$ cat config.mk
export PLATFORM = sky130hd
export DESIGN_NAME = file_transfer_packet_parser
export DESIGN_NICKNAME = d
export VERILOG_FILES = /design/src/hdl/ftpp_pkg.sv /design/src/hdl/ftpp_cfg_regs.sv /design/src/hdl/ftpp_in_reg.sv /design/src/hdl/ftpp_parser.sv /design/src/hdl/ftpp_out_reg.sv /design/src/hdl/file_transfer_packet_parser.sv
export VERILOG_INCLUDE_DIRS = /design/src /design/src/hdl
export SDC_FILE = /design/constraint.sdc
export NUM_CORES = 1
export LEC_CHECK = 0
export ABC_AREA = 1
export ABC_CLOCK_PERIOD_IN_PS = 4500
export BUFFER_PORTS_ARGS = -buffer_cell sky130_fd_sc_hd__buf_2
export CAP_MARGIN = 20
export CORE_ASPECT_RATIO = 1.2
export CORE_MARGIN = 3
export CORE_UTILIZATION = 34
export CTS_CLUSTER_DIAMETER = 80
export DETAILED_ROUTE_END_ITERATION = 6
export GPL_TIMING_DRIVEN = 0
export PLACE_DENSITY = 0.57
export SYNTH_ARGS = -nofsm -noshare
export SYNTH_HDL_FRONTEND = slang
export SYNTH_HIERARCHICAL = 1
export SYNTH_SLANG_ARGS = --single-unit
export TNS_END_PERCENT = 20
$ cat constraint.sdc
create_clock -name clk_i -period 4.5 [get_ports clk_i]
set_input_delay 0.45 -clock clk_i [delete_from_list [all_inputs] [get_ports clk_i]]
set_output_delay 0.45 -clock clk_i [all_outputs]
set_load 0.02 [all_outputs]
$ cat src/hdl/file_transfer_packet_parser_macros.svh
// Assertion macros used by the packet parser module
`ifndef FILE_TRANSFER_PACKET_PARSER_MACROS_SVH
`define FILE_TRANSFER_PACKET_PARSER_MACROS_SVH

// Same-cycle implication, disabled while in reset
`define FTPP_ASSERT_NOW(label, clk, rst_n, ante, cons, msg) \
  label: assert property (@(posedge clk) disable iff (!rst_n) (ante) |-> (cons)) \
    else $error(msg);

// Next-cycle implication, disabled while in reset
`define FTPP_ASSERT_NEXT(label, clk, rst_n, ante, cons, msg) \
  label: assert property (@(posedge clk) disable iff (!rst_n) (ante) |=> (cons)) \
    else $error(msg);

`endif

$ cat src/hdl/ftpp_pkg.sv
// Types and constants of the file transfer packet parser
package ftpp_pkg;

  localparam int PADDR_W = 5;
  localparam int PDATA_W = 32;

  localparam logic [2:0] REG_DATA_TYPE  = 3'd0;
  localparam logic [2:0] REG_START_TYPE = 3'd1;
  localparam logic [2:0] REG_END_TYPE   = 3'd2;
  localparam logic [2:0] REG_SIZE_TAG   = 3'd3;
  localparam logic [2:0] REG_NAME_TAG   = 3'd4;

  localparam logic [7:0] RST_DATA_TYPE  = 8'd1;
  localparam logic [7:0] RST_START_TYPE = 8'd2;
  localparam logic [7:0] RST_END_TYPE   = 8'd3;
  localparam logic [7:0] RST_SIZE_TAG   = 8'd0;
  localparam logic [7:0] RST_NAME_TAG   = 8'd1;

  localparam logic [7:0] SEQ_WRAP = 8'd254;

  typedef enum logic [3:0] {
    PH_IDLE  = 4'd0,
    PH_DSEQ  = 4'd1,
    PH_DLENH = 4'd2,
    PH_DLENL = 4'd3,
    PH_DPAY  = 4'd4,
    PH_CTAG  = 4'd5,
    PH_CSLEN = 4'd6,
    PH_CSIZE = 4'd7,
    PH_CNTAG = 4'd8,
    PH_CNLEN = 4'd9,
    PH_CNAME = 4'd10
  } phase_e;

  typedef enum logic [2:0] {
    KIND_PAYLOAD = 3'd0,
    KIND_NAME    = 3'd1,
    KIND_SIZE    = 3'd2,
    KIND_FORMAT  = 3'd3,
    KIND_SEQ     = 3'd4
  } kind_e;

  typedef struct packed {
    logic [7:0] data_type;
    logic [7:0] start_type;
    logic [7:0] end_type;
    logic [7:0] size_tag;
    logic [7:0] name_tag;
  } cfg_t;

  typedef struct packed {
    kind_e       kind;
    logic [31:0] value;
    logic        last;
    logic        is_end;
  } result_t;

endpackage

$ cat src/hdl/ftpp_cfg_regs.sv
// APB configuration registers of the packet parser
module ftpp_cfg_regs (
  input  logic                         clk_i,
  input  logic                         rst_ni,
  input  logic                         psel,
  input  logic                         penable,
  input  logic                         pwrite,
  input  logic [ftpp_pkg::PADDR_W-1:0] paddr,
  input  logic [ftpp_pkg::PDATA_W-1:0] pwdata,
  output logic [ftpp_pkg::PDATA_W-1:0] prdata,
  output logic                         pready,
  output ftpp_pkg::cfg_t               cfg_o
);

  ftpp_pkg::cfg_t cfg_q;
  logic [2:0]     reg_idx;
  logic           wr_en;

  assign reg_idx = paddr[ftpp_pkg::PADDR_W-1:2];
  assign wr_en   = psel && penable && pwrite;
  assign pready  = 1'b1;
  assign cfg_o   = cfg_q;

  always_ff @(posedge clk_i or negedge rst_ni) begin
    if (!rst_ni) begin
      cfg_q.data_type  <= ftpp_pkg::RST_DATA_TYPE;
      cfg_q.start_type <= ftpp_pkg::RST_START_TYPE;
      cfg_q.end_type   <= ftpp_pkg::RST_END_TYPE;
      cfg_q.size_tag   <= ftpp_pkg::RST_SIZE_TAG;
      cfg_q.name_tag   <= ftpp_pkg::RST_NAME_TAG;
    end else if (wr_en) begin
      unique case (reg_idx)
        ftpp_pkg::REG_DATA_TYPE:  cfg_q.data_type  <= pwdata[7:0];
        ftpp_pkg::REG_START_TYPE: cfg_q.start_type <= pwdata[7:0];
        ftpp_pkg::REG_END_TYPE:   cfg_q.end_type   <= pwdata[7:0];
        ftpp_pkg::REG_SIZE_TAG:   cfg_q.size_tag   <= pwdata[7:0];
        ftpp_pkg::REG_NAME_TAG:   cfg_q.name_tag   <= pwdata[7:0];
        default: ;
      endcase
    end
  end

  always_comb begin
    prdata = '0;
    unique case (reg_idx)
      ftpp_pkg::REG_DATA_TYPE:  prdata[7:0] = cfg_q.data_type;
      ftpp_pkg::REG_START_TYPE: prdata[7:0] = cfg_q.start_type;
      ftpp_pkg::REG_END_TYPE:   prdata[7:0] = cfg_q.end_type;
      ftpp_pkg::REG_SIZE_TAG:   prdata[7:0] = cfg_q.size_tag;
      ftpp_pkg::REG_NAME_TAG:   prdata[7:0] = cfg_q.name_tag;
      default:                  prdata = '0;
    endcase
  end

endmodule

$ cat src/hdl/ftpp_in_reg.sv
// Input register stage holding one received word
module ftpp_in_reg (
  input  logic       clk_i,
  input  logic       rst_ni,
  input  logic       in_valid_i,
  output logic       in_ready_o,
  input  logic [7:0] byte_i,
  input  logic       first_i,
  input  logic       adv_i,
  output logic       valid_o,
  output logic [7:0] byte_o,
  output logic       first_o
);

  logic       valid_q;
  logic [7:0] byte_q;
  logic       first_q;

  assign in_ready_o = !valid_q || adv_i;
  assign valid_o    = valid_q;
  assign byte_o     = byte_q;
  assign first_o    = first_q;

  always_ff @(posedge clk_i or negedge rst_ni) begin
    if (!rst_ni) begin
      valid_q <= 1'b0;
    end else if (in_ready_o) begin
      valid_q <= in_valid_i;
    end
  end

  always_ff @(posedge clk_i) begin
    if (in_ready_o && in_valid_i) begin
      byte_q  <= byte_i;
      first_q <= first_i;
    end
  end

endmodule

$ cat src/hdl/ftpp_parser.sv
// Packet parser state machine: one word in, zero or one result out
`include "file_transfer_packet_parser_macros.svh"

module ftpp_parser #(
  parameter int SIZE_BYTES_KEPT = 4
) (
  input  logic              clk_i,
  input  logic              rst_ni,
  input  ftpp_pkg::cfg_t    cfg_i,
  input  logic              adv_i,
  input  logic [7:0]        byte_i,
  input  logic              first_i,
  output logic              res_valid_o,
  output ftpp_pkg::result_t res_o
);

  localparam int KEPT = (SIZE_BYTES_KEPT < 4) ? SIZE_BYTES_KEPT : 4;

  ftpp_pkg::phase_e phase_q, phase_d;
  logic [7:0]       seq_q, seq_d;
  logic [15:0]      rem_q, rem_d;
  logic [31:0]      acc_q, acc_d;
  logic [7:0]       idx_q, idx_d;
  logic             ctl_end_q, ctl_end_d;
  logic [15:0]      dlen;

  always_ff @(posedge clk_i or negedge rst_ni) begin
    if (!rst_ni) begin
      phase_q   <= ftpp_pkg::PH_IDLE;
      seq_q     <= '0;
      rem_q     <= '0;
      acc_q     <= '0;
      idx_q     <= '0;
      ctl_end_q <= 1'b0;
    end else if (adv_i) begin
      phase_q   <= phase_d;
      seq_q     <= seq_d;
      rem_q     <= rem_d;
      acc_q     <= acc_d;
      idx_q     <= idx_d;
      ctl_end_q <= ctl_end_d;
    end
  end

  assign dlen = {rem_q[15:8], byte_i};

  always_comb begin
    phase_d     = phase_q;
    seq_d       = seq_q;
    rem_d       = rem_q;
    acc_d       = acc_q;
    idx_d       = idx_q;
    ctl_end_d   = ctl_end_q;
    res_valid_o = 1'b0;
    res_o       = '{kind: ftpp_pkg::KIND_PAYLOAD, value: 32'd0, last: 1'b0, is_end: 1'b0};

    if (first_i) begin
      if (byte_i == cfg_i.data_type) begin
        phase_d = ftpp_pkg::PH_DSEQ;
      end else if (byte_i == cfg_i.start_type || byte_i == cfg_i.end_type) begin
        ctl_end_d = (byte_i != cfg_i.start_type);
        phase_d   = ftpp_pkg::PH_CTAG;
      end else begin
        phase_d     = ftpp_pkg::PH_IDLE;
        res_valid_o = 1'b1;
        res_o.kind  = ftpp_pkg::KIND_FORMAT;
      end
    end else begin
      unique case (phase_q)
        ftpp_pkg::PH_DSEQ: begin
          if (byte_i != seq_q) begin
            phase_d     = ftpp_pkg::PH_IDLE;
            res_valid_o = 1'b1;
            res_o.kind  = ftpp_pkg::KIND_SEQ;
          end else begin
            seq_d   = (seq_q == ftpp_pkg::SEQ_WRAP) ? 8'd0 : seq_q + 8'd1;
            phase_d = ftpp_pkg::PH_DLENH;
          end
        end
        ftpp_pkg::PH_DLENH: begin
          rem_d   = {byte_i, 8'h00};
          phase_d = ftpp_pkg::PH_DLENL;
        end
        ftpp_pkg::PH_DLENL: begin
          rem_d   = dlen;
          phase_d = (dlen == 16'd0) ? ftpp_pkg::PH_IDLE : ftpp_pkg::PH_DPAY;
        end
        ftpp_pkg::PH_DPAY: begin
          rem_d       = rem_q - 16'd1;
          res_valid_o = 1'b1;
          res_o.kind  = ftpp_pkg::KIND_PAYLOAD;
          res_o.value = {24'd0, byte_i};
          res_o.last  = (rem_q == 16'd1);
          if (rem_q == 16'd1) begin
            phase_d = ftpp_pkg::PH_IDLE;
          end
        end
        ftpp_pkg::PH_CTAG: begin
          if (byte_i != cfg_i.size_tag) begin
            phase_d     = ftpp_pkg::PH_IDLE;
            res_valid_o = 1'b1;
            res_o.kind  = ftpp_pkg::KIND_FORMAT;
          end else begin
            phase_d = ftpp_pkg::PH_CSLEN;
          end
        end
        ftpp_pkg::PH_CSLEN: begin
          acc_d = '0;
          idx_d = '0;
          rem_d = {8'd0, byte_i};
          if (byte_i == 8'd0) begin
            phase_d      = ftpp_pkg::PH_CNTAG;
            res_valid_o  = 1'b1;
            res_o.kind   = ftpp_pkg::KIND_SIZE;
            res_o.is_end = ctl_end_q;
          end else begin
            phase_d = ftpp_pkg::PH_CSIZE;
          end
        end
        ftpp_pkg::PH_CSIZE: begin
          if (idx_q < 8'(KEPT)) begin
            acc_d = acc_q | ({24'd0, byte_i} << {idx_q[1:0], 3'b000});
          end
          idx_d = idx_q + 8'd1;
          rem_d = rem_q - 16'd1;
          if (rem_q == 16'd1) begin
            phase_d      = ftpp_pkg::PH_CNTAG;
            res_valid_o  = 1'b1;
            res_o.kind   = ftpp_pkg::KIND_SIZE;
            res_o.value  = acc_d;
            res_o.is_end = ctl_end_q;
          end
        end
        ftpp_pkg::PH_CNTAG: begin
          if (byte_i != cfg_i.name_tag) begin
            phase_d     = ftpp_pkg::PH_IDLE;
            res_valid_o = 1'b1;
            res_o.kind  = ftpp_pkg::KIND_FORMAT;
          end else begin
            phase_d = ftpp_pkg::PH_CNLEN;
          end
        end
        ftpp_pkg::PH_CNLEN: begin
          rem_d   = {8'd0, byte_i};
          phase_d = (byte_i == 8'd0) ? ftpp_pkg::PH_IDLE : ftpp_pkg::PH_CNAME;
        end
        ftpp_pkg::PH_CNAME: begin
          rem_d        = rem_q - 16'd1;
          res_valid_o  = 1'b1;
          res_o.kind   = ftpp_pkg::KIND_NAME;
          res_o.value  = {24'd0, byte_i};
          res_o.last   = (rem_q == 16'd1);
          res_o.is_end = ctl_end_q;
          if (rem_q == 16'd1) begin
            phase_d = ftpp_pkg::PH_IDLE;
          end
        end
        default: begin
          phase_d = ftpp_pkg::PH_IDLE;
        end
      endcase
    end
  end

  // errors and final payload/name words always drop back to idle
  `FTPP_ASSERT_NEXT(a_err_to_idle, clk_i, rst_ni,
    adv_i && res_valid_o && (res_o.kind == ftpp_pkg::KIND_FORMAT ||
    res_o.kind == ftpp_pkg::KIND_SEQ), phase_q == ftpp_pkg::PH_IDLE,
    "error result did not return parser to idle")
  `FTPP_ASSERT_NEXT(a_last_to_idle, clk_i, rst_ni,
    adv_i && res_valid_o && res_o.last, phase_q == ftpp_pkg::PH_IDLE,
    "last word did not return parser to idle")
  `FTPP_ASSERT_NOW(a_pay_phase, clk_i, rst_ni,
    res_valid_o && res_o.kind == ftpp_pkg::KIND_PAYLOAD,
    !first_i && phase_q == ftpp_pkg::PH_DPAY,
    "payload result outside payload phase")
  `FTPP_ASSERT_NOW(a_seq_range, clk_i, rst_ni, 1'b1, seq_q != 8'hFF,
    "expected sequence left modulo 255 range")

endmodule

$ cat src/hdl/ftpp_out_reg.sv
// Result register with valid/ready handshake
module ftpp_out_reg (
  input  logic              clk_i,
  input  logic              rst_ni,
  input  logic              load_i,
  input  logic              res_valid_i,
  input  ftpp_pkg::result_t res_i,
  output logic              can_take_o,
  output logic              out_valid_o,
  input  logic              out_ready_i,
  output ftpp_pkg::result_t res_o
);

  logic              valid_q;
  ftpp_pkg::result_t res_q;

  assign can_take_o  = !valid_q || out_ready_i;
  assign out_valid_o = valid_q;
  assign res_o       = res_q;

  always_ff @(posedge clk_i or negedge rst_ni) begin
    if (!rst_ni) begin
      valid_q <= 1'b0;
    end else if (load_i) begin
      valid_q <= res_valid_i;
    end else if (out_ready_i) begin
      valid_q <= 1'b0;
    end
  end

  always_ff @(posedge clk_i) begin
    if (load_i && res_valid_i) begin
      res_q <= res_i;
    end
  end

endmodule

$ cat src/hdl/file_transfer_packet_parser.sv
// Top level of the file transfer packet parser
//
// Input channel: one packet byte per word (pkt_byte_i, first_of_packet_i)
// under in_valid_i/in_ready_o. first_of_packet_i marks a packet's type byte
// and always restarts parsing. Output channel: zero or one result word per
// input word (kind, value, last, end flag) under out_valid_o/out_ready_i.
// Config: APB registers for the type, size tag and name tag codes; write
// only while no words are in flight.
// Throughput: one word per cycle while out_ready_i is high. A word is held
// in the input register and its result in the result register, with the
// parser logic between them.
// Stall: while out_ready_i is low with a result pending, the input register
// holds one more word and in_ready_o drops; no word is lost.
// Reset: registers return to their default codes, the parser goes idle,
// the expected sequence number returns to zero, both stages empty.
module file_transfer_packet_parser #(
  parameter int SIZE_BYTES_KEPT = 4
) (
  input  logic                         clk_i,
  input  logic                         rst_ni,
  input  logic                         in_valid_i,
  output logic                         in_ready_o,
  input  logic [7:0]                   pkt_byte_i,
  input  logic                         first_of_packet_i,
  output logic                         out_valid_o,
  input  logic                         out_ready_i,
  output logic [2:0]                   out_kind_o,
  output logic [31:0]                  out_value_o,
  output logic                         out_last_o,
  output logic                         is_end_packet_o,
  input  logic                         psel,
  input  logic                         penable,
  input  logic                         pwrite,
  input  logic [ftpp_pkg::PADDR_W-1:0] paddr,
  input  logic [ftpp_pkg::PDATA_W-1:0] pwdata,
  output logic [ftpp_pkg::PDATA_W-1:0] prdata,
  output logic                         pready
);

  ftpp_pkg::cfg_t    cfg;
  ftpp_pkg::result_t res, out_res;
  logic              st_valid, st_first, can_take, adv, res_valid;
  logic [7:0]        st_byte;

  assign adv = st_valid && can_take;

  ftpp_cfg_regs u_cfg (
    .clk_i   (clk_i),
    .rst_ni  (rst_ni),
    .psel    (psel),
    .penable (penable),
    .pwrite  (pwrite),
    .paddr   (paddr),
    .pwdata  (pwdata),
    .prdata  (prdata),
    .pready  (pready),
    .cfg_o   (cfg)
  );

  ftpp_in_reg u_in (
    .clk_i      (clk_i),
    .rst_ni     (rst_ni),
    .in_valid_i (in_valid_i),
    .in_ready_o (in_ready_o),
    .byte_i     (pkt_byte_i),
    .first_i    (first_of_packet_i),
    .adv_i      (adv),
    .valid_o    (st_valid),
    .byte_o     (st_byte),
    .first_o    (st_first)
  );

  ftpp_parser #(
    .SIZE_BYTES_KEPT (SIZE_BYTES_KEPT)
  ) u_parser (
    .clk_i       (clk_i),
    .rst_ni      (rst_ni),
    .cfg_i       (cfg),
    .adv_i       (adv),
    .byte_i      (st_byte),
    .first_i     (st_first),
    .res_valid_o (res_valid),
    .res_o       (res)
  );

  ftpp_out_reg u_out (
    .clk_i       (clk_i),
    .rst_ni      (rst_ni),
    .load_i      (adv),
    .res_valid_i (res_valid),
    .res_i       (res),
    .can_take_o  (can_take),
    .out_valid_o (out_valid_o),
    .out_ready_i (out_ready_i),
    .res_o       (out_res)
  );

  assign out_kind_o      = out_res.kind;
  assign out_value_o     = out_res.value;
  assign out_last_o      = out_res.last;
  assign is_end_packet_o = out_res.is_end;

endmodule

# Word level (Yosys, flattened, before mapping)

Index checks and enable logic that the tools add are counted.

Register bits: 157
Bits of input ports: 53
Logic and storage cells: 130

$add $sub $neg: 3
$lt $le $gt $ge: 1
Eq/ne operators: 25
Shifts and indexed selects: 1
Multiplexer cells: 42
Bitwise gates (word level): 6
Reductions and logical operators: 32

Operators with widths:

| kind                                                                    | number |
|---|---|
| 32-bit one-hot mux with 2 select lines                                  | 2 |
| 16-bit one-hot mux with 4 select lines                                  | 1 |
| 8-bit one-hot mux with 5 select lines                                   | 1 |
| 4-bit one-hot mux with 9 select lines                                   | 1 |
| 34-bit 2-to-1 mux                                                       | 1 |
| 32-bit 2-to-1 mux                                                       | 1 |
| 8-bit != test                                                           | 4 |
| 32-bit OR                                                               | 1 |
| 8-bit by 5-bit left shift with 32-bit output                            | 1 |
| 4-bit 2-to-1 mux                                                        | 7 |
| 8-bit equality test                                                     | 3 |
| 3-bit 2-to-1 mux                                                        | 6 |
| 3-bit one-hot mux with 6 select lines                                   | 1 |
| 8-bit by 1-bit adder with 8-bit output (second input constant)          | 2 |
| 16-bit by 1-bit equality test with 1-bit output (second input constant) | 1 |
| 4-bit by 3-bit equality test with 1-bit output (second input constant)  | 4 |
| 16-bit zero test                                                        | 1 |
| 8-bit one-hot mux with 2 select lines                                   | 1 |
| 16-bit by 1-bit subtractor with 16-bit output (second input constant)   | 1 |
| 4-bit equality test (second input constant)                             | 3 |
| 1-bit 2-to-1 mux                                                        | 12 |
| 4-bit AND reduction                                                     | 3 |
| 2-bit 2-to-1 mux                                                        | 5 |
| 2-bit AND reduction                                                     | 5 |
| 24 further kinds                                                        | 42 |

# Longest topological paths before layout

Depth in word-level cells: 6
Gate-level depth with buffers: 13

# By module

The synthesis kept the hierarchy.

By module, submodules not included:

| module                      | times used | cells an instance | area an instance (sq um) | seq. area each (sq um) |
|---|---|---|---|---|
| ftpp_parser                 | 1          | 748               | 5076.1                   | 1726.7 |
| ftpp_cfg_regs               | 1          | 285               | 2245.9                   | 1007.2 |
| ftpp_out_reg                | 1          | 45                | 1162.4                   | 1136.1 |
| ftpp_in_reg                 | 1          | 15                | 315.3                    | 295.3 |
| file_transfer_packet_parser | 1          | 2                 | 7.5                      | 0.0 |

# Worst setup path before layout

No wires, ideal clock.

Path type: register to register
Start: register u_parser.rem_q[9]
End: register u_out.res_q, in the netlist u_out/res_o[0] (enable)
Library setup time: 0.392 ns
Arrival time: 2.176 ns
Slack: 1.932 ns
Cell stages (with the launch flop): 12
Buffers on the path: 0
Cells stage by stage: dfrtp_1 nor2_2 nand2_1 nor2_1 nand3_2 nand2_1 inv_1 nand3_1 o21bai_1 nand2_1 nand2_1 inv_1

Longest elaborated chain between the ends: 5

Ends and longest elaborated chain:

| what                                            | RTL line                          | source |
|---|---|---|
| from (decl)                                     | ftpp_parser.sv:21                 | `logic [15:0] rem_q, rem_d;` |
| from (signal assigned)                          | ftpp_parser.sv:38                 | `rem_q <= rem_d;` |
| 16-bit by 1-bit equality test with 1-bit output | ftpp_parser.sv:126                | `if (rem_q == 16'd1) begin` |
| 1-bit 2-to-1 mux                                | ftpp_parser.sv:126                |  |
| 1-bit one-hot mux with 6 select lines           | ftpp_parser.sv:69                 | `unique case (phase_q)` |
| 1-bit 2-to-1 mux                                | ftpp_parser.sv:57                 | `if (first_i) begin` |
| net res_valid                                   | file_transfer_packet_parser.sv:42 | `logic st_valid, st_first, can_take, adv, res_valid;` |
| 1-bit logical AND                               | ftpp_out_reg.sv:32                | `if (load_i && res_valid_i) begin` |
| to (signal assigned)                            | ftpp_out_reg.sv:33                | `res_q <= res_i;` |
| to (decl)                                       | ftpp_out_reg.sv:15                | `ftpp_pkg::result_t res_q;` |

The timed path passes the listed nets, and every way through them passes these cells.
A chain may end at the register's enable or synchronous reset.

# Worst setup path after layout

Start: register u_parser.rem_q[9]
End: register u_out.res_q, in the netlist u_out/res_o[4] (enable)

The elaborated chain is that of the path after synthesis.

==> out/metrics.cfg <==
[power_and_ir_drop]
ir_worst_vdd_mv = 0.259
p_sw_mw = 1.36
power_per_cell_area_nw_per_um2 = 390
pwr-share-comb = 0.190
power.share.switching = 0.336
pwr-share-seq = 0.444
cellLeakagePower_nw = 4.87
p_int_mw = 2.67
clkPwrFrac = 0.366

[synth]
synth_edf_count = 46
synthArstFlopShare = 0.707
synth_flop_cell = dfrtp_1
ys_types = 40
netlist_area_um2 = 8810
ys_seq_area_frac = 0.473
syn_area_per_cell_um2 = 8.04
syn_inst = 1095
ys_ff_latch = 157
ys_warn_count = 6

[final_layout]
area_delta_synth_final_pct = 17.5
diodes = 0
multiInputGateArea_um2 = 3950
final_common_cell = nand2_1
fin_nets = 1270
final_util = 0.413
ff_latch_area_um2 = 4170
fillCellCount = 2594
layout_common_cells = 282 x nand2_1, 159 x nor2_1, 106 x dfrtp_1, 82 x buf_2, 80 x o21ai_0
drive_above_1_share = 0.184

[clocking]
cts-resized-gates = 0
clk_pin_slew_ns = 0.07
cts_buffers = 17
htreeDepth = 4
clkLatencyLatePin_ns = 0.44
root_buffer = clkbuf_16
cts_tree = done
clk_path_buf_depth = 2
clock_sinks = 157

[route]
dr_total_vias = 7490
dr.pass1.iters = 5
postRouteAntennaNets = 0
drt_iter0_drc = 501
wl_um = 23800
drc_errors = 0
wl_per_cell_um = 15.3
vias_per_cell = 4.83

[timing]
finalSetupTns_ns = 0
rsz0062_at_grt = no
skew_ns = 0.0172
drv_slew = 0
period_share = 0.629
max_freq_mhz = 353
report.final.hold_viol_count = 0
worst_pin_slew_ns = 0.999
setup_viol = 0
maxSlewHeadroom = 0.334
min_period_ns = 2.83

[floorplanning]
start_util = 0.351
io-pin-count = 125
fp-row-count = 63
die_w_um = 153
coreArea_um2 = 25100
dieArea_um2 = 27900
chipHeight_um = 182

[global_route]
overflow = 0
antenna_found_initial = 0
grt_pass1_wl_um = 38400
grt_pass1_vias = 7263
grt_max_degree = 93
grt.total_usage = 0.172

[job]
maxCapViolations = 0

[critical_path]
cp.arrival_ns = 2.97
critPathCaptureType = flop
cp_common_cell = nand2_1
criticalPathCategory = reg -> reg
crit_fanout = 26
cp_slowest_cell = dfrtp_1
critPathMaxStageDelay_ns = 0.41
crit_chain = nor2_2 -> nand2_1 -> nor2_1 -> nand3_2 -> nand2_1 -> inv_1 -> nand3_1 -> o21bai_1 -> nand2_1 -> nand2_1 -> inv_1 -> buf_16
critPathLaunchType = flop
worstPathRequired_ns = 4.64
crit_buf_inv = 3
cp_top_family = simple AND/OR/NAND/NOR gates

[placement]
globalplace.congestion = 0.933
place_hpwl_um = 16800
portBuffers = 72

[worst_hold_path]
hold_class = in -> reg

[outcome]
status = complete, no violations

-- flip-flops by register name, indices dropped and copies added (netlist names) --
name                cells
u_in/byte_o             8
u_parser/phase_q        4
u_parser/rem_q         16
u_in/first_o            1
u_parser/acc_q         32
u_out/out_valid_o       1
u_cfg/cfg_o            40
u_parser/seq_q          8
u_parser/idx_q          8
u_in/valid_o            1
u_out/res_o            37
u_parser/ctl_end_q      1
-- area by class of cell --
cell class | instances | share of cell area
buffer | 64 | 0.0450
clock buffer | 17 | 0.0411
sequential | 157 | 0.403
inverter | 83 | 0.0306
multi-input combinational | 814 | 0.381
tap | 325 | 0.0393
timing repair buffer | 75 | 0.0417
clock inverter | 15 | 0.0181
-- per-stage QoR --
step	cells	hold WS [ns]	cell area [µm²]	setup WS [ns]	total power, mW
finish	1550	0.183	10300	1.67	4.03
global placement	1515	0.475	9660	1.27	2.56
CTS	1550	0.170	10300	1.64	4.06
global route	1550	0.168	10300	1.41	4.24
floorplan	1118	0.154	8890	1.93	2.32
detailed placement	1517	0.311	9720	1.65	2.58
-- worst paths after layout --
check | end | cells past startpoint | start | slack, ns
setup reg to reg | u_out/res_o[4] | 12 | u_parser/rem_q[9] | 1.67
hold / removal | u_in/byte_o[5] | 1 | pkt_byte_i[5] | 0.18
max in group asynchronous | u_parser/idx_q[6] | 3 | rst_ni | 3.30
min in group asynchronous | u_cfg/cfg_o[10] | 2 | rst_ni | 0.42
hold reg to reg | u_parser/acc_q[31] | 2 | u_parser/acc_q[31] | 0.50
setup / recovery | u_out/res_o[4] | 12 | u_parser/rem_q[9] | 1.67
-- cells by family (layout without fill, tap and decap cells) --
logic type	Yosys count	in the layout	synth area share
AO/OA/AOI/OAI	176	176	0.106
XOR/XNOR	46	46	0.0457
AND/OR/NAND/NOR	562	562	0.278
buffers and inverters	147	254	0.0888
other	2	25	0.000853
adder cells (fa/ha/maj)	5	5	0.00710
flip-flops	157	157	0.473
-- per-layer routing --
layer  vias to the layer above  global-route usage  part of all wire  wire length [µm]
met5                         -                   0                 0                 0
met4                         0              0.0667             0.026               607
met3                        44              0.0263             0.048              1150
met2                       220               0.285              0.48             11300
met1                      3485               0.229              0.45             10700
li1                       3741                   -                 -                 -
-- cell usage after synthesis (4+ instances only) --
| cell type | instances | area [µm²] |
|---|---|---|
| nor2_1 | 159 | 597 |
| xor2_1 | 23 | 201 |
| nor3_1 | 8 | 40.0 |
| nand3_1 | 55 | 275 |
| nor2_2 | 9 | 56.3 |
| inv_1 | 74 | 278 |
| xnor2_1 | 23 | 201 |
| dfstp_2 | 5 | 131 |
| o21ai_2 | 8 | 70.1 |
| a21oi_1 | 50 | 250 |
| o22ai_1 | 4 | 25.0 |
| ha_1 | 5 | 62.6 |
| nor2_4 | 10 | 113 |
| inv_2 | 7 | 26.3 |
| buf_4 | 32 | 240 |
| dfrtp_1 | 106 | 2650 |
| clkbuf_1 | 8 | 30.0 |
| edfxtp_1 | 46 | 1380 |
| nand3_2 | 5 | 50.1 |
| o21ai_0 | 80 | 400 |
| buf_2 | 11 | 55.1 |
| nand2_2 | 9 | 56.3 |
| nand4_1 | 15 | 93.8 |
| buf_6 | 12 | 135 |
| nand2_1 | 282 | 1060 |
| o21ai_1 | 29 | 145 |
-- power groups by stage --
stage / clock network (mW) / registers (mW) / logic, mW
2_1_floorplan: 0 / 1.83 / 0.489
3_3_place_gp: 0 / 1.82 / 0.740
3_5_place_dp: 0 / 1.82 / 0.765
4_1_cts: 1.51 / 1.79 / 0.768
5_1_grt: 1.57 / 1.81 / 0.861
6_report: 1.48 / 1.79 / 0.765
-- what timing repair did --
item / CTS / global route
endpoints found under the hold margin: 16 / 0
hold buffers: 1 / 0
buffers inserted: 0 / 0
(Power assumes the default switching activity.)
